## src/rtl/sirt_pkg.sv

```systemverilog
// Shared constants and types for the signed integer to radix text converter.
package sirt_pkg;

  localparam int VALUE_W        = 32;
  localparam int SYM_W          = 8;
  localparam int DIGIT_W        = 4;
  localparam int BASE_W         = 5;
  localparam int CFG_W          = 64;
  localparam int CFG_IDX_W      = 2;
  localparam int MAX_BASE       = 16;
  localparam int SYM_SLOTS      = 16;
  localparam int MAX_DIGITS     = 32;
  localparam int ADDR_W         = $clog2(MAX_DIGITS);
  localparam int COUNT_W        = ADDR_W + 1;
  localparam int BITS_PER_CYCLE = 4;
  localparam int DIV_CYCLES     = VALUE_W / BITS_PER_CYCLE;
  localparam int STEP_W         = $clog2(DIV_CYCLES);

  localparam logic [BASE_W-1:0] BASE_LENGTH_RESET  = 5'd10;
  localparam logic [CFG_W-1:0]  SYMBOLS_LOW_RESET  = 64'h3736353433323130;
  localparam logic [CFG_W-1:0]  SYMBOLS_HIGH_RESET = 64'h4645444342413938;

  localparam logic [SYM_W-1:0] CHAR_SPACE = 8'h20;
  localparam logic [SYM_W-1:0] CHAR_DEL   = 8'h7F;
  localparam logic [SYM_W-1:0] CHAR_PLUS  = 8'h2B;
  localparam logic [SYM_W-1:0] CHAR_MINUS = 8'h2D;

  typedef enum logic [CFG_IDX_W-1:0] {
    CFG_BASE_LENGTH  = 2'd0,
    CFG_SYMBOLS_LOW  = 2'd1,
    CFG_SYMBOLS_HIGH = 2'd2
  } cfg_index_t;

  typedef enum logic [2:0] {
    ST_IDLE,
    ST_DIVIDE,
    ST_SIGN,
    ST_FETCH,
    ST_EMIT
  } state_t;

endpackage

```

## src/rtl/sirt_if.sv

```systemverilog
// Stream interfaces for input numbers and output characters.
interface sirt_in_if;
  import sirt_pkg::*;

  logic               valid;
  logic               ready;
  logic [VALUE_W-1:0] value;

  modport source (output valid, output value, input ready);
  modport sink   (input valid, input value, output ready);
endinterface

interface sirt_out_if;
  import sirt_pkg::*;

  logic             valid;
  logic             ready;
  logic [SYM_W-1:0] symbol;
  logic             last;

  modport source (output valid, output symbol, output last, input ready);
  modport sink   (input valid, input symbol, input last, output ready);
endinterface

```

## src/rtl/signed_integer_to_radix_text.sv

```systemverilog
// Signed 32-bit integer to text converter with a configurable symbol alphabet.
//
//   channel  dir  payload              transfer
//   num      in   value[31:0] signed   one number
//   txt      out  symbol[7:0], last    one character, last on the final one
//   cfg      in   cfg_index, cfg_data  one register write per cfg_write cycle
//
// A number is accepted, then divided digit by digit (four restoring steps per
// cycle on a 4-bit remainder); each character then takes a digit store read
// and an output register load, and a minus sign, if any, is loaded before them.
// Reset is synchronous; it restores the default alphabet "0123456789".
// A stalled txt holds the converter in place; the next number is taken
// while the final character still waits in the output register.
module signed_integer_to_radix_text (
  input  logic                           clk,
  input  logic                           rst,
  input  logic                           cfg_write,
  input  logic [sirt_pkg::CFG_IDX_W-1:0] cfg_index,
  input  logic [sirt_pkg::CFG_W-1:0]     cfg_data,
  sirt_in_if.sink                        num,
  sirt_out_if.source                     txt
);
  import sirt_pkg::*;

  state_t state, state_next;

  logic [BASE_W-1:0]  base_length;
  logic [CFG_W-1:0]   symbols_low;
  logic [CFG_W-1:0]   symbols_high;

  logic [VALUE_W-1:0] mag, mag_next;
  logic [DIGIT_W-1:0] rem, rem_next;
  logic [STEP_W-1:0]  step;
  logic [COUNT_W-1:0] count;
  logic [COUNT_W-1:0] count_dec;
  logic               negative;
  logic [DIGIT_W-1:0] digit_store [MAX_DIGITS];
  logic [DIGIT_W-1:0] rd_digit;

  logic               txt_valid;
  logic [SYM_W-1:0]   txt_symbol;
  logic               txt_last;

  logic               alpha_ok;
  logic               in_take;
  logic               out_free;
  logic               div_last;
  logic               div_done;
  logic               load_sign;
  logic               load_sym;
  logic [2*CFG_W-1:0] sym_all;
  logic [SYM_W-1:0]   sym_arr [SYM_SLOTS];

  assign sym_all   = {symbols_high, symbols_low};
  assign count_dec = count - COUNT_W'(1);

  // Alphabet check: base 2 to 16, and no control, space, DEL, plus, minus or duplicate among the used slots.
  always_comb begin
    logic ok;
    ok = (base_length >= BASE_W'(2)) && (base_length <= BASE_W'(MAX_BASE));
    for (int i = 0; i < SYM_SLOTS; i++) begin
      sym_arr[i] = sym_all[i*SYM_W +: SYM_W];
    end
    for (int i = 0; i < SYM_SLOTS; i++) begin
      if (BASE_W'(i) < base_length) begin
        if (sym_arr[i] <= CHAR_SPACE || sym_arr[i] == CHAR_DEL ||
            sym_arr[i] == CHAR_PLUS || sym_arr[i] == CHAR_MINUS) begin
          ok = 1'b0;
        end
        for (int j = i + 1; j < SYM_SLOTS; j++) begin
          if (BASE_W'(j) < base_length && sym_arr[j] == sym_arr[i]) begin
            ok = 1'b0;
          end
        end
      end
    end
    alpha_ok = ok;
  end

  // Four restoring division steps per cycle.
  always_comb begin
    logic [BASE_W-1:0]         t;
    logic [DIGIT_W-1:0]        r;
    logic [BITS_PER_CYCLE-1:0] q;
    r = rem;
    q = '0;
    for (int k = 0; k < BITS_PER_CYCLE; k++) begin
      t = {r, mag[VALUE_W-1-k]};
      if (t >= base_length) begin
        t = t - base_length;
        q[BITS_PER_CYCLE-1-k] = 1'b1;
      end
      r = t[DIGIT_W-1:0];
    end
    rem_next = r;
    mag_next = {mag[VALUE_W-BITS_PER_CYCLE-1:0], q};
  end

  always_comb begin
    out_free  = !txt_valid || txt.ready;
    in_take   = num.valid && num.ready;
    div_last  = (state == ST_DIVIDE) && (step == STEP_W'(DIV_CYCLES - 1));
    div_done  = (mag_next == '0) || (count == COUNT_W'(MAX_DIGITS - 1));
    load_sign = (state == ST_SIGN) && out_free;
    load_sym  = (state == ST_EMIT) && out_free;
    num.ready = (state == ST_IDLE);
  end

  always_comb begin
    state_next = state;
    unique case (state)
      ST_IDLE: begin
        if (in_take && alpha_ok) state_next = ST_DIVIDE;
      end
      ST_DIVIDE: begin
        if (div_last && div_done) state_next = negative ? ST_SIGN : ST_FETCH;
      end
      ST_SIGN: begin
        if (out_free) state_next = ST_FETCH;
      end
      ST_FETCH: begin
        state_next = ST_EMIT;
      end
      ST_EMIT: begin
        if (out_free) state_next = (count == COUNT_W'(1)) ? ST_IDLE : ST_FETCH;
      end
      default: state_next = ST_IDLE;
    endcase
  end

  always_ff @(posedge clk) begin
    if (rst) begin
      state        <= ST_IDLE;
      base_length  <= BASE_LENGTH_RESET;
      symbols_low  <= SYMBOLS_LOW_RESET;
      symbols_high <= SYMBOLS_HIGH_RESET;
      count        <= '0;
      step         <= '0;
      rem          <= '0;
      mag          <= '0;
      negative     <= 1'b0;
      txt_valid    <= 1'b0;
    end else begin
      state <= state_next;
      if (cfg_write) begin
        unique case (cfg_index)
          CFG_BASE_LENGTH:  base_length  <= cfg_data[BASE_W-1:0];
          CFG_SYMBOLS_LOW:  symbols_low  <= cfg_data;
          CFG_SYMBOLS_HIGH: symbols_high <= cfg_data;
          default: ;
        endcase
      end
      if (state == ST_IDLE && in_take) begin
        negative <= num.value[VALUE_W-1];
        mag      <= num.value[VALUE_W-1] ? (VALUE_W'(0) - num.value) : num.value;
        rem      <= '0;
        step     <= '0;
        count    <= '0;
      end else if (state == ST_DIVIDE) begin
        mag  <= mag_next;
        step <= step + STEP_W'(1);
        if (div_last) begin
          rem   <= '0;
          count <= count + COUNT_W'(1);
        end else begin
          rem <= rem_next;
        end
      end else if (load_sym) begin
        count <= count_dec;
      end
      if (load_sign || load_sym) begin
        txt_valid <= 1'b1;
      end else if (txt.ready) begin
        txt_valid <= 1'b0;
      end
    end
  end

  always_ff @(posedge clk) begin
    if (load_sign) begin
      txt_symbol <= CHAR_MINUS;
      txt_last   <= 1'b0;
    end else if (load_sym) begin
      txt_symbol <= sym_all[{rd_digit, 3'b000} +: SYM_W];
      txt_last   <= (count == COUNT_W'(1));
    end
  end

  always_ff @(posedge clk) begin
    if (div_last) begin
      digit_store[count[ADDR_W-1:0]] <= rem_next;
    end
    if (state == ST_FETCH) begin
      rd_digit <= digit_store[count_dec[ADDR_W-1:0]];
    end
  end

  assign txt.valid  = txt_valid;
  assign txt.symbol = txt_symbol;
  assign txt.last   = txt_last;

endmodule
```

## src/flat_wrapper.sv

```systemverilog
// flat-port wrapper written by rule: the top's interface ports become plain ports
module signed_integer_to_radix_text_flat import sirt_pkg::*;
  (clk, rst, cfg_write, cfg_index, cfg_data, num_valid, num_value, num_ready, txt_valid, txt_symbol, txt_last, txt_ready);
  sirt_in_if num_i ();
  sirt_out_if txt_i ();
  input  logic clk;
  input  logic rst;
  input  logic cfg_write;
  input  logic [sirt_pkg::CFG_IDX_W-1:0] cfg_index;
  input  logic [sirt_pkg::CFG_W-1:0] cfg_data;
  input wire logic [$bits(num_i.valid)-1:0] num_valid;
  input wire logic [$bits(num_i.value)-1:0] num_value;
  output wire logic [$bits(num_i.ready)-1:0] num_ready;
  output wire logic [$bits(txt_i.valid)-1:0] txt_valid;
  output wire logic [$bits(txt_i.symbol)-1:0] txt_symbol;
  output wire logic [$bits(txt_i.last)-1:0] txt_last;
  input wire logic [$bits(txt_i.ready)-1:0] txt_ready;
  assign num_i.valid = num_valid;
  assign num_i.value = num_value;
  assign num_ready = num_i.ready;
  assign txt_valid = txt_i.valid;
  assign txt_symbol = txt_i.symbol;
  assign txt_last = txt_i.last;
  assign txt_i.ready = txt_ready;
  signed_integer_to_radix_text u_core (.clk(clk), .rst(rst), .cfg_write(cfg_write), .cfg_index(cfg_index), .cfg_data(cfg_data), .num(num_i), .txt(txt_i));
endmodule
```

## config.mk

```make
export PLATFORM = sky130hd
export DESIGN_NAME = signed_integer_to_radix_text_flat
export DESIGN_NICKNAME = d
export VERILOG_FILES = /design/src/rtl/sirt_pkg.sv /design/src/rtl/sirt_if.sv /design/src/rtl/signed_integer_to_radix_text.sv /design/src/flat_wrapper.sv
export SDC_FILE = /design/constraint.sdc
export NUM_CORES = 1
export LEC_CHECK = 0
export BUFFER_PORTS_ARGS = -buffer_cell sky130_fd_sc_hd__buf_2
export CAP_MARGIN = 20
export CORE_ASPECT_RATIO = 1.5
export CORE_MARGIN = 2
export CORE_UTILIZATION = 28
export DETAILED_ROUTE_END_ITERATION = 16
export SLEW_MARGIN = 20
export SYNTH_ARGS = -nofsm -noshare
export SYNTH_HDL_FRONTEND = slang
export SYNTH_SLANG_ARGS = --single-unit
```

## constraint.sdc

```tcl
create_clock -name clk -period 9.86 [get_ports clk]
set_clock_uncertainty 0.05 [all_clocks]
set_input_delay 1.479 -clock clk [delete_from_list [all_inputs] [get_ports clk]]
set_output_delay 1.479 -clock clk [all_outputs]
set_load 0.005 [all_outputs]
```

# Word-level counts from Yosys, hierarchy flattened

Memory sizes are Yosys's and may differ from the RTL's. A register that Yosys moved wholly into a read port is not among the register bits.
Index checks and enable logic that the tools add are counted.

Word-level logic and storage cells: 612
Memories kept: 1
RAM bits: 128
Output and inout port bits: 11
Bits in registers: 192
Bits of input ports: 103

Memories:

| name               | depth | width | read ports | clocked after Yosys merged registers in | write ports | RTL line                           | source |
|---|---|---|---|---|---|---|---|
| u_core.digit_store | 32    | 4     | 1          | 1                                       | 1           | signed_integer_to_radix_text.sv:37 | `logic [DIGIT_W-1:0] digit_store [MAX_DIGITS];` |

Eq/ne operators: 182
Reductions and logical operators: 192
Order comparisons: 38
Add/subtract/negate cells: 8
Shift operators: 1
Multiplexer cells: 178

Operators with widths:

| kind                                                                  | number |
|---|---|
| 8-bit == test                                                         | 120 |
| 8-bit by 6-bit == test with 1-bit output, second input constant       | 32 |
| 1-bit 2-to-1 mux                                                      | 161 |
| 8-bit by 7-bit == test with 1-bit output, second input constant       | 16 |
| 8-bit by 6-bit <= comparator with 1-bit output, second input constant | 16 |
| 1-bit logical AND                                                     | 128 |
| 128-bit by 8-bit variable part select with 8-bit output               | 1 |
| 32-bit 2-to-1 mux                                                     | 3 |
| 1-bit logical OR                                                      | 51 |
| 4-bit by 5-bit < comparator with 1-bit output, first input constant   | 8 |
| 32-bit zero test                                                      | 1 |
| 1-bit by 32-bit subtractor with 32-bit output, first input constant   | 1 |
| 5-bit greater-or-equal comparator                                     | 4 |
| 3-bit by 5-bit < comparator with 1-bit output, first input constant   | 4 |
| 4-bit 2-to-1 mux                                                      | 5 |
| 6-bit 2-to-1 mux                                                      | 3 |
| 4-bit subtractor                                                      | 4 |
| 3-bit one-hot mux with 5 select lines                                 | 1 |
| 3-bit 2-to-1 mux                                                      | 4 |
| 1-bit by 5-bit < comparator with 1-bit output, first input constant   | 2 |
| 2-bit by 5-bit < comparator with 1-bit output, first input constant   | 2 |
| 2-bit AND reduction                                                   | 4 |
| 6-bit by 1-bit adder with 6-bit output, second input constant         | 1 |
| 3-bit by 2-bit == test with 1-bit output, second input constant       | 2 |
| other kinds (19)                                                      | 25 |

# Depth between registers and ports, before layout

Gate-level depths: netlist of run 1.

Word-level depth: 159
Depth in mapped cells: 30
Gate-level depth less buffers: 29

# Worst setup path before layout of run 1

OpenSTA, ideal clock, no wires.

Kind: reg2reg
From: register u_core.base_length[4]
To: memory u_core.digit_store[0][0] (data pin)
Period minus slack after synthesis: 7.169 ns
Slack: 2.691 ns
Required time: 9.418 ns
Cell stages (with the launch flop): 29
Buffers on the path: 3
Setup time: 0.392 ns
Arrival: 6.727 ns
Cells stage by stage: dfxtp_1 -> clkbuf_1 -> buf_6 -> inv_1 -> ha_1 -> nand2_1 -> o21a_1 -> o21ai_0 -> inv_1 -> ha_1 -> nor2b_1 -> o21ai_0 -> a31oi_1 -> a211oi_1 -> mux2_2 -> inv_1 -> ha_1 -> a21o_1 -> a21oi_1 -> o21ai_0 -> mux2_2 -> inv_1 -> ha_1 -> a21o_1 -> a21o_1 -> a21o_1 -> a21o_1 -> clkbuf_1 -> mux2i_1

Longest elaborated chain between the ends: 8
Elaborated cells on any way between the ends: 10
Classes of those cells: 2 x add/sub; 4 x order compare; 4 x mux

RTL lines:

| element                                                               | RTL line                                                               | source |
|---|---|---|
| start, declared                                                       | signed_integer_to_radix_text.sv:27                                     | `logic [BASE_W-1:0] base_length;` |
| start signal, assigned                                                | signed_integer_to_radix_text.sv:147                                    | `CFG_BASE_LENGTH: base_length <= cfg_data[BASE_W-1:0];` |
| 5-bit greater-or-equal comparator                                     | signed_integer_to_radix_text.sv:89                                     | `if (t >= base_length) begin` |
| 4-bit 2-to-1 mux                                                      | signed_integer_to_radix_text.sv:89                                     |  |
| 4-bit subtractor or 5-bit greater-or-equal comparator (tied branches) | signed_integer_to_radix_text.sv:90, signed_integer_to_radix_text.sv:89 |  |
| 4-bit 2-to-1 mux                                                      | signed_integer_to_radix_text.sv:89                                     |  |
| 4-bit subtractor or 5-bit greater-or-equal comparator (tied branches) | signed_integer_to_radix_text.sv:90, signed_integer_to_radix_text.sv:89 |  |
| 4-bit 2-to-1 mux                                                      | signed_integer_to_radix_text.sv:89                                     |  |
| 5-bit greater-or-equal comparator (*)                                 | signed_integer_to_radix_text.sv:89                                     |  |
| 4-bit 2-to-1 mux (*)                                                  | signed_integer_to_radix_text.sv:89                                     |  |
| net u_core.rem_next[0]                                                | signed_integer_to_radix_text.sv:32                                     | `logic [DIGIT_W-1:0] rem, rem_next;` |
| end, declared                                                         | signed_integer_to_radix_text.sv:37                                     |  |

Mark *: on every way through the listed nets, which the timed path passes. The rest lies on a longest branch.

# Final worst setup path of run 1

From: register u_core.base_length[1]
To: memory u_core.digit_store[31][3] (data pin)

Longest elaborated chain between the ends: 8
Elaborated cells on any way between the ends: 12
Classes of those cells: 4 x add/sub; 4 x order compare; 4 x mux

RTL lines:

| element                                                               | RTL line |
|---|---|
| 4-bit subtractor or 5-bit greater-or-equal comparator (tied branches) | signed_integer_to_radix_text.sv:90, signed_integer_to_radix_text.sv:89 |
| 4-bit 2-to-1 mux                                                      | signed_integer_to_radix_text.sv:89 |
| 4-bit subtractor or 5-bit greater-or-equal comparator (tied branches) | signed_integer_to_radix_text.sv:90, signed_integer_to_radix_text.sv:89 |
| 4-bit 2-to-1 mux                                                      | signed_integer_to_radix_text.sv:89 |
| 5-bit greater-or-equal comparator or 4-bit subtractor (tied branches) | signed_integer_to_radix_text.sv:89, signed_integer_to_radix_text.sv:90 |
| 4-bit 2-to-1 mux                                                      | signed_integer_to_radix_text.sv:89 |
| 4-bit subtractor or 5-bit greater-or-equal comparator (tied branches) | signed_integer_to_radix_text.sv:90, signed_integer_to_radix_text.sv:89 |
| 4-bit 2-to-1 mux (*)                                                  | signed_integer_to_radix_text.sv:89 |
| net u_core.rem_next[3]                                                | signed_integer_to_radix_text.sv:32 |

Marks and branches as above.

==> out/qor.yml, run 1 <==
worst_setup_path:
  cp_max_fo: 32
  r2r_cells: 25
  end_kind: "register"
  r2r_slack_ps: 1610
  worstReg2RegEnd: "u_core.digit_store[31][3]$_DFFE_PP_"
  cp.required_ps: 10120
  crit_arrival_ps: 8510
  worstReg2RegStart: "u_core.base_length[1]$_SDFFE_PP1P_"
  critPathLaunchType: "register"
  critPathKind: "reg2reg"
synth:
  yosysUniqueCellTypes: 66
  ys_ff_latch: 324
  ys_top_cells_by_area: "xnor2_1 24%, edfxtp_1 14%, dfxtp_1 14%"
  synthFlopType: "dfxtp_1"
  synthesis.nets: 3316
  ys_async_sr_fraction_pct: 0
  synth_cells: 3181
  synth_top_area_share_pct: 24.3
  synth.top_cells.by_count: "774 x xnor2_1, 350 x nand2_1, 243 x xor2_1"
  syn_area_per_cell_um2: 8.78
  synthMostInstantiatedCell: "xnor2_1"
  ys_seq_area_share_pct: 27.9
  syn_area_um2: 27900
  synth-warning-count: 0
  synth-edff-count: 132
  synth.largest_area_cell: "xnor2_1"
sta:
  tightest_slew_ps: 1270
  slew_violations: 0
  setup_viol: 0
  hold_viol_final: 0
  relSlewSlack_pct: 14.9
  fin_crit_ps: 8250
  worst_slack_ps: 1610
  setup_tns_ps: 0
  fmax_ghz: 0.121
  period_share_pct: 83.7
  rsz0062_at_grt: "no"
global_route:
  grtUsageTotal_pct: 21.2
  grt_overflow: 0
  grt_max_degree: 93
  grt_util_met1_pct: 24.9
  grt_pass1_wl_mm: 161
  grt_pass1_vias: 24000
  use_met3_pct: 6.01
  use_met2_pct: 33.0
  antenna_found_initial: 10
  busiest_layer: "met2"
die:
  dieArea_um2: 102000
  io_pins: 114
  rows: 141
  die_h_um: 391
  die-width_um: 262
  core_um2: 98800
  start_util_pct: 28.3
route:
  drtIter0Drc: 2906
  wl_per_cell_um: 24.8
  drc: 0
  routed_wirelength_mm: 110
  drtAntennaViolNets: 0
  firstDrtPassIters: 7
  via_per_inst: 5.69
  num_vias: 25300
min_path:
  hp-start: "u_core.symbols_high[52]$_SDFFE_PP0P_"
  min_path_cells: 2
  holdPathEnd: "u_core.symbols_high[52]$_SDFFE_PP0P_"
  hold_class: "reg2reg"
flow_run:
  drv_cap: 0
clock_tree:
  cts_made_buffers: 36
  htree_levels: 2
  postCtsHoldBufs: 0
  clk_root_buffer_cell: "clkbuf_16"
  cts_resized: 0
  clk-insertion-delay-late_ps: 610
  path_clk_slew_ps: 70
  cts.sinks: 324
  cts_buffer_depth: 3
  cts_tree: "yes"
  cts_setup_buffers: 0
placed_design:
  place_hpwl_mm: 67.3
  place_ws_ps: 1500
  io_buffers: 113
  routabilityCongestion: 0.985
pwr:
  ir_worst_vdd_uv: 392
  cellLeakagePower_nw: 9.97
  powerDensity_nw_per_um2: 164
layout:
  seqCellArea_um2: 7810
  syn2layout_area_growth_pct: 10.7
  fill_cells: 10300
  final_layout_size_suffix_gt1_share_pct: 13.9
  fin_nets: 3260
  multi_input_area_um2: 18500
status:
  status: "finished clean"
[how the worst max path moves through the flow]
stage | endpoint | cells after the start | from | slack, ps
4_1_cts | u_core.digit_store[14][2]$_DFFE_PP_ | 25 | u_core.base_length[1]$_SDFFE_PP1P_ | 1410
3_5_place_dp | u_core.digit_store[30][2]$_DFFE_PP_ | 25 | u_core.base_length[1]$_SDFFE_PP1P_ | 1500
2_1_floorplan | u_core.digit_store[0][0]$_DFFE_PP_ | 28 | u_core.base_length[4]$_SDFFE_PP0P_ | 2690
5_1_grt | u_core.digit_store[28][3]$_DFFE_PP_ | 25 | u_core.base_length[1]$_SDFFE_PP1P_ | 1080
6_report | u_core.digit_store[31][3]$_DFFE_PP_ | 25 | u_core.base_length[1]$_SDFFE_PP1P_ | 1610
3_3_place_gp | u_core.digit_store[31][2]$_DFFE_PP_ | 26 | u_core.base_length[1]$_SDFFE_PP1P_ | 1670
[sequential cells by signal, summed over array words and instances, names as in the netlist]
name                 count
u_core.count             6
u_core.step              3
u_core.base_length       5
u_core.txt.valid         1
u_core.symbols_low      64
u_core.symbols_high     64
u_core.rem               4
u_core.rd_digit          4
u_core.txt.symbol        8
u_core.mag              32
u_core.state             3
u_core.negative          1
u_core.digit_store     128
u_core.txt.last          1
[worst max-delay path, cell delays in order, from the launching register on]
cell      delay, ps
dfxtp_1         780
inv_1           310
ha_1            380
a21o_1          100
a21oi_1          90
o21ai_1         580
mux2_2          430
ha_1            290
nand2_1          60
a31oi_1          40
a211oi_1        880
mux2_2          390
inv_1            60
ha_1            290
a21o_1          110
a21oi_1          70
o21ai_0         550
mux2_2          450
inv_1            70
ha_1            230
a21o_1          160
a21o_1          170
a21o_1          170
a21o_1          310
a311oi_1        340
or2_2           560
[cell type report]
class | instances | area share, %
repair buffers | 267 | 5.60
multi-input cells | 2469 | 59.8
inverters | 27 | 0.328
clock inverters | 19 | 0.570
flip-flops and latches | 324 | 25.2
well taps | 1287 | 5.21
clock buffers | 47 | 3.21
diodes | 4 | 0.0324
[kinds of logic (layout without fill, tap and decap cells)]
| family | count (synthesis) | after routing | share of synthesized area [%] |
|---|---|---|---|
| compound gates | 364 | 364 | 8.10 |
| xor+xnor | 1017 | 1017 | 31.9 |
| fa+ha+maj | 32 | 32 | 1.54 |
| buf+inv | 388 | 360 | 6.07 |
| flops | 324 | 324 | 27.9 |
| mux | 94 | 94 | 6.99 |
| other cells | 0 | 4 | 0 |
| simple gates | 962 | 962 | 17.5 |
[metrics by stage]
step,cell area [um^2],hold WS (ps),cells,util [%],power [mW]
final,30900,404,4444,31.3,5.07
after global routing,30900,423,4442,31.3,5.29
after CTS,30900,407,4439,31.3,5.04
after detailed placement,29700,397,4373,30.1,3.66
after global placement,29700,393,4373,30.1,3.63
after floorplan,27900,386,3181,-,3.10
[power by group]
part / internal, mW / total (mW) / switching (mW)
logic: 0.616 / 1.78 / 1.17
registers: 1.84 / 1.91 / 0.0707
clock network: 0.770 / 1.37 / 0.604
total: 3.23 / 5.07 / 1.84
[cell usage in the layout (no fill, tap or decap), drive strengths merged, types with 6 or more instances in the layout]
cell type,count
o31ai,15
nor2,81
nand2b,9
nor3,94
nand3b,55
or3,12
ha,28
nand3,44
clkinv,13
edfxtp,132
inv,30
mux4,80
nand2,350
o21ai,51
clkbuf,47
a22oi,30
xor2,243
a211oi,6
mux2,9
or2,7
nor4,83
a21o,13
dfxtp,192
nand4,194
a31oi,46
xnor2,774
or4,16
buf,267
a211o,9
a21oi,148
o41ai,7
[metal layers]
metal	wire length [um]	vias up
met2	49000	1684
met1	40200	12100
met4	9290	14
met5	126	-
met3	11800	626
li1	-	10900
Power figures use the tool's default switching activity.
==> run 2: changes to the inputs <==
clock period = 7.59 ns   (was 9.86 ns; I/O delays follow)
==> out/qor.yml, run 2 (synthesis gave the netlist of run 1 again) <==
pwr:
  powerDensity_nw_per_um2: 212
  cellLeakagePower_nw: 9.98
  ir_worst_vdd_uv: 288
placed_design:
  routabilityCongestion: 0.989
  io_buffers: 113
  place_hpwl_mm: 68.2
  place_area_um2: 29800
clock_tree:
  cts_made_buffers: 35
  cts_buffer_depth: 3
  htree_levels: 2
  postCtsHoldBufs: 0
  cts.sinks: 324
  clk_root_buffer_cell: "clkbuf_16"
  clk-insertion-delay-late_ps: 610
  cts_tree: "yes"
  path_clk_slew_ps: 60
layout:
  most-common-layout-cells: "773 x xnor2_1, 350 x nand2_1, 243 x xor2_1"
  fin_area_um2: 31000
  multi_input_area_um2: 18500
  final_layout_size_suffix_gt1_share_pct: 14.1
  layout_commonest_cell: "xnor2_1"
  syn2layout_area_growth_pct: 10.8
  seqCellArea_um2: 7810
  largest_reg_flops: 128
  final_util_pct: 31.3
  fin_nets: 3265
  fill_cells: 10400
worst_setup_path:
  critPathLaunchType: "register"
  cp.required_ps: 7900
  cp_top_family: "compound AO/OA/AOI/OAI gates"
  critical_path.slowest_cell: "dfxtp_1"
  worstReg2RegEnd: "u_core.digit_store[22][3]$_DFFE_PP_"
  worstReg2RegStart: "u_core.base_length[2]$_SDFFE_PP0P_"
  crit_arrival_ps: 7370
  critPathKind: "reg2reg"
  end_kind: "register"
  cp.depth: 26
  r2r_slack_ps: 530
  critical_path_buf_inv_count: 4
  r2r_cells: 26
  crit_path_start: "u_core.base_length[2]$_SDFFE_PP0P_"
  cp-endpoint: "u_core.digit_store[22][3]$_DFFE_PP_"
  slowest_delay_ps: 640
  cp_common_cell: "a21o_1"
  cp_max_fo: 32
sta:
  setup_tns_ps: 0
  setup_viol: 0
  fin_crit_ps: 7060
  rsz0062_at_grt: "no"
  period_share_pct: 93.0
  tightest_slew_ps: 1070
  slew_violations: 0
  hold_viol_final: 0
  relSlewSlack_pct: 28.0
  fmax_ghz: 0.142
route:
  drtIter0Drc: 3052
  wl_per_cell_um: 24.8
  drtAntennaViolNets: 0
  via_per_inst: 5.72
  firstDrtPassIters: 7
  drc: 0
  routed_wirelength_mm: 110
  num_vias: 25400
global_route:
  grt_overflow: 0
  use_met2_pct: 33.5
  grt_pass1_vias: 24300
  grt_max_degree: 83
  busiest_layer: "met2"
  grt_util_met1_pct: 25.0
  use_met3_pct: 5.90
  grt_pass1_wl_mm: 162
  antenna_found_initial: 7
  grtUsageTotal_pct: 21.2
die:
  start_util_pct: 28.3
  die_h_um: 391
  io_pins: 114
  die-width_um: 262
  rows: 141
  dieArea_um2: 102000
  core_um2: 98800
min_path:
  hold_class: "reg2reg"
flow_run:
  drv_cap: 0
status:
  status: "finished clean"
-- run 2: how the worst min path moves through the flow --
| stage | start | end | slack (ps) | depth (start not counted) |
|---|---|---|---|---|
| finish | u_core.symbols_low[6]$_SDFFE_PP0P_ | u_core.symbols_low[6]$_SDFFE_PP0P_ | 410 | 2 |
| global route | u_core.symbols_high[52]$_SDFFE_PP0P_ | u_core.symbols_high[52]$_SDFFE_PP0P_ | 440 | 2 |
| CTS | u_core.symbols_high[2]$_SDFFE_PP0P_ | u_core.symbols_high[2]$_SDFFE_PP0P_ | 410 | 2 |
| detailed placement | u_core.symbols_high[2]$_SDFFE_PP0P_ | u_core.symbols_high[2]$_SDFFE_PP0P_ | 400 | 2 |
| global placement | u_core.symbols_high[60]$_SDFFE_PP0P_ | u_core.symbols_high[60]$_SDFFE_PP0P_ | 390 | 2 |
| floorplan | u_core.negative$_SDFFE_PP0P_ | u_core.negative$_SDFFE_PP0P_ | 390 | 2 |
-- run 2: stage by stage --
step	worst slack, ps	power, mW	hold slack, ps	std cells
floorplan	421	4.03	386	3181
global placement	420	4.73	392	4380
detailed placement	269	4.77	400	4380
CTS	233	6.54	408	4442
global route	59.4	6.86	443	4444
finish	529	6.56	408	4444
-- run 2: final cells by class --
cell class / instances / share of cell area (%)
repair buffers: 273 / 5.71
clock inverters: 13 / 0.521
flip-flops and latches: 324 / 25.2
inverters: 27 / 0.327
diodes: 2 / 0.0162
multi-input cells: 2469 / 59.8
well taps: 1287 / 5.20
clock buffers: 49 / 3.22
-- run 2: report_power, final --
part	internal [mW]	leakage [nW]	switching (mW)
clock network	1.00	0.571	0.772
logic	0.793	6.64	1.51
registers	2.39	2.77	0.0882
total	4.19	9.98	2.37
-- run 2: timing repair --
action / in CTS / in global routing
resized for setup: 0 / 1
setup endpoints to repair: 0 / 32
setup buffers: 0 / 0
-- run 2: worst reg2reg max path: cells and delay by family (launching register included) --
kind,cells,cell delay [ps]
buffers and inverters,4,660
multiplexers,2,720
adder cells (fa/ha/maj),4,1180
flip-flops,1,640
AO/OA/AOI/OAI,14,3090
AND/OR/NAND/NOR,2,490
-- run 2: routing by layer --
metal | up-vias | part of all wire, % | wire, um
met5 | - | 0.063 | 69
met4 | 10 | 8.1 | 8860
met3 | 581 | 11 | 12400
met2 | 1720 | 45 | 49100
met1 | 12200 | 36 | 39600
li1 | 10900 | - | -
==> run 3: changes to the inputs <==
CORE_UTILIZATION = 40   (was 28)
SETUP_SLACK_MARGIN = 0.1   (was default)
==> out/qor.yml, run 3 (synthesis gave the netlist of run 1 again) <==
route:
  wl_per_cell_um: 26.1
  routed_wirelength_mm: 106
  drtIter0Drc: 2787
  drc: 0
  drtAntennaViolNets: 0
  firstDrtPassIters: 6
  num_vias: 24900
  via_per_inst: 6.14
placed_design:
  dp_cells: 3991
  place_hpwl_mm: 65.4
  routabilityCongestion: 0.992
  io_buffers: 113
die:
  rows: 118
  core_um2: 69100
  dieArea_um2: 72000
  die_h_um: 328
  start_util_pct: 40.4
  io_pins: 114
  die-width_um: 220
worst_setup_path:
  cp.required_ps: 7810
  cp_max_fo: 32
  critPathKind: "reg2reg"
  r2r_cells: 27
  end_kind: "register"
  crit_arrival_ps: 6960
  critPathLaunchType: "register"
layout:
  fill_cells: 6807
  seqCellArea_um2: 7810
  layout_commonest_cell: "xnor2_1"
  final_layout_size_suffix_gt1_share_pct: 14.0
  syn2layout_area_growth_pct: 8.80
  most-common-layout-cells: "773 x xnor2_1, 350 x nand2_1, 243 x xor2_1"
  finalNonFillerCells: 4051
  multi_input_area_um2: 18500
  antenna_cells: 0
  fin_nets: 3262
  largest_reg_flops: 128
sta:
  setup_viol: 0
  slew_violations: 0
  whs_ps: 404
  hold_viol_final: 0
  setup_tns_ps: 0
  fmax_ghz: 0.148
  relSlewSlack_pct: 27.4
  tightest_slew_ps: 1070
  fin_crit_ps: 6740
  rsz0062_at_grt: "no"
  period_share_pct: 88.8
pwr:
  p_switching_mw: 2.30
  p_comb_share_pct: 35.0
  internal_power_mw: 4.14
  powerDensity_nw_per_um2: 212
  p_seq_share_pct: 38.5
  cellLeakagePower_nw: 9.95
  swShare_pct: 35.7
  ir_worst_vdd_uv: 324
  p_clk_share_pct: 26.5
clock_tree:
  cts_buffer_depth: 3
  cts_tree: "yes"
  clk_root_buffer_cell: "clkbuf_16"
  path_clk_slew_ps: 60
  cts.sinks: 324
  clk-insertion-delay-late_ps: 570
  cts_made_buffers: 34
  htree_levels: 2
global_route:
  grt_pass1_wl_mm: 158
  grt_max_degree: 82
  grt_overflow: 0
  grt_pass1_vias: 24400
  antenna_found_initial: 2
  grtUsageTotal_pct: 29.1
min_path:
  min_path_cells: 2
  hold_class: "reg2reg"
flow_run:
  drv_cap: 0
status:
  status: "finished clean"
-- run 3: changes by cell type in the layout (fill, tap and decap cells not counted), sizes merged --
cell,delta
clkbuf,-3
clkinvlp,+3
inv,-3
buf,-2
diode,-2
clkinv,+1
-- run 3: path summary, 6_finish.rpt --
path | startpoint | to | slack [ps]
min reg2reg | u_core.negative$_SDFFE_PP0P_ | u_core.negative$_SDFFE_PP0P_ | 400
min | u_core.negative$_SDFFE_PP0P_ | u_core.negative$_SDFFE_PP0P_ | 400
max | u_core.base_length[3]$_SDFFE_PP1P_ | u_core.digit_store[23][3]$_DFFE_PP_ | 850
max reg2reg | u_core.base_length[3]$_SDFFE_PP1P_ | u_core.digit_store[23][3]$_DFFE_PP_ | 850
-- run 3: cell type report --
cell class                 instances  share of cell area (%)
clock inverter                    14                   0.510
sequential                       324                    25.7
clock buffer                      46                    3.18
timing repair buffer             271                    5.77
tap                              900                    3.70
multi-input combinational       2469                    60.8
inverter                          27                   0.333
-- run 3: worst max-delay path: stages, from the launching register on --
cell	delay, ps
dfxtp_1	550
inv_1	160
ha_1	330
nand2_1	90
o21a_1	190
o21ai_0	280
inv_1	80
ha_1	290
nor2b_1	130
o21ai_0	220
a31oi_1	130
a211oi_1	210
buf_4	200
mux2_2	390
inv_1	70
ha_1	230
a21o_1	150
a21oi_1	170
o21ai_0	170
mux2_2	340
inv_1	70
ha_1	230
a21o_1	160
a21o_1	180
a21o_1	170
a21o_1	310
a311oi_1	310
or2_2	560
-- run 3: power groups by stage --
| stage | Sequential (mW) | Clock (mW) | Combinational, mW |
|---|---|---|---|
| after floorplan | 2.48 | 0 | 1.55 |
| after CTS | 2.48 | 1.75 | 2.21 |
| after global routing | 2.49 | 1.80 | 2.45 |
| after global placement | 2.51 | 0 | 2.19 |
| after detailed placement | 2.51 | 0 | 2.21 |
| final | 2.48 | 1.71 | 2.25 |
-- run 3: metal layers --
metal	GRT usage [%]	vias to the layer above	wire, um
met4	18.0	2	7540
met3	7.99	495	11200
li1	-	10900	-
met2	46.4	1504	48200
met5	0	-	13
met1	34.6	12000	38500
-- run 3: timing repair --
| action | CTS | global route |
|---|---|---|
| hold buffers | 0 | 0 |
| setup buffers | 0 | 0 |
| gates resized for setup | 0 | 1 |
| endpoints found under the setup margin | 0 | 32 |
-- run 3: stage by stage --
stage / setup slack (ps) / util, % / power, mW / cell area (um^2)
final: 851 / 44.0 / 6.44 / 30400
after global routing: 249 / 44.0 / 6.74 / 30400
after CTS: 697 / 44.0 / 6.44 / 30400
after detailed placement: 730 / 42.4 / 4.72 / 29300
after global placement: 763 / 42.4 / 4.71 / 29300
after floorplan: 421 / - / 4.03 / 27900
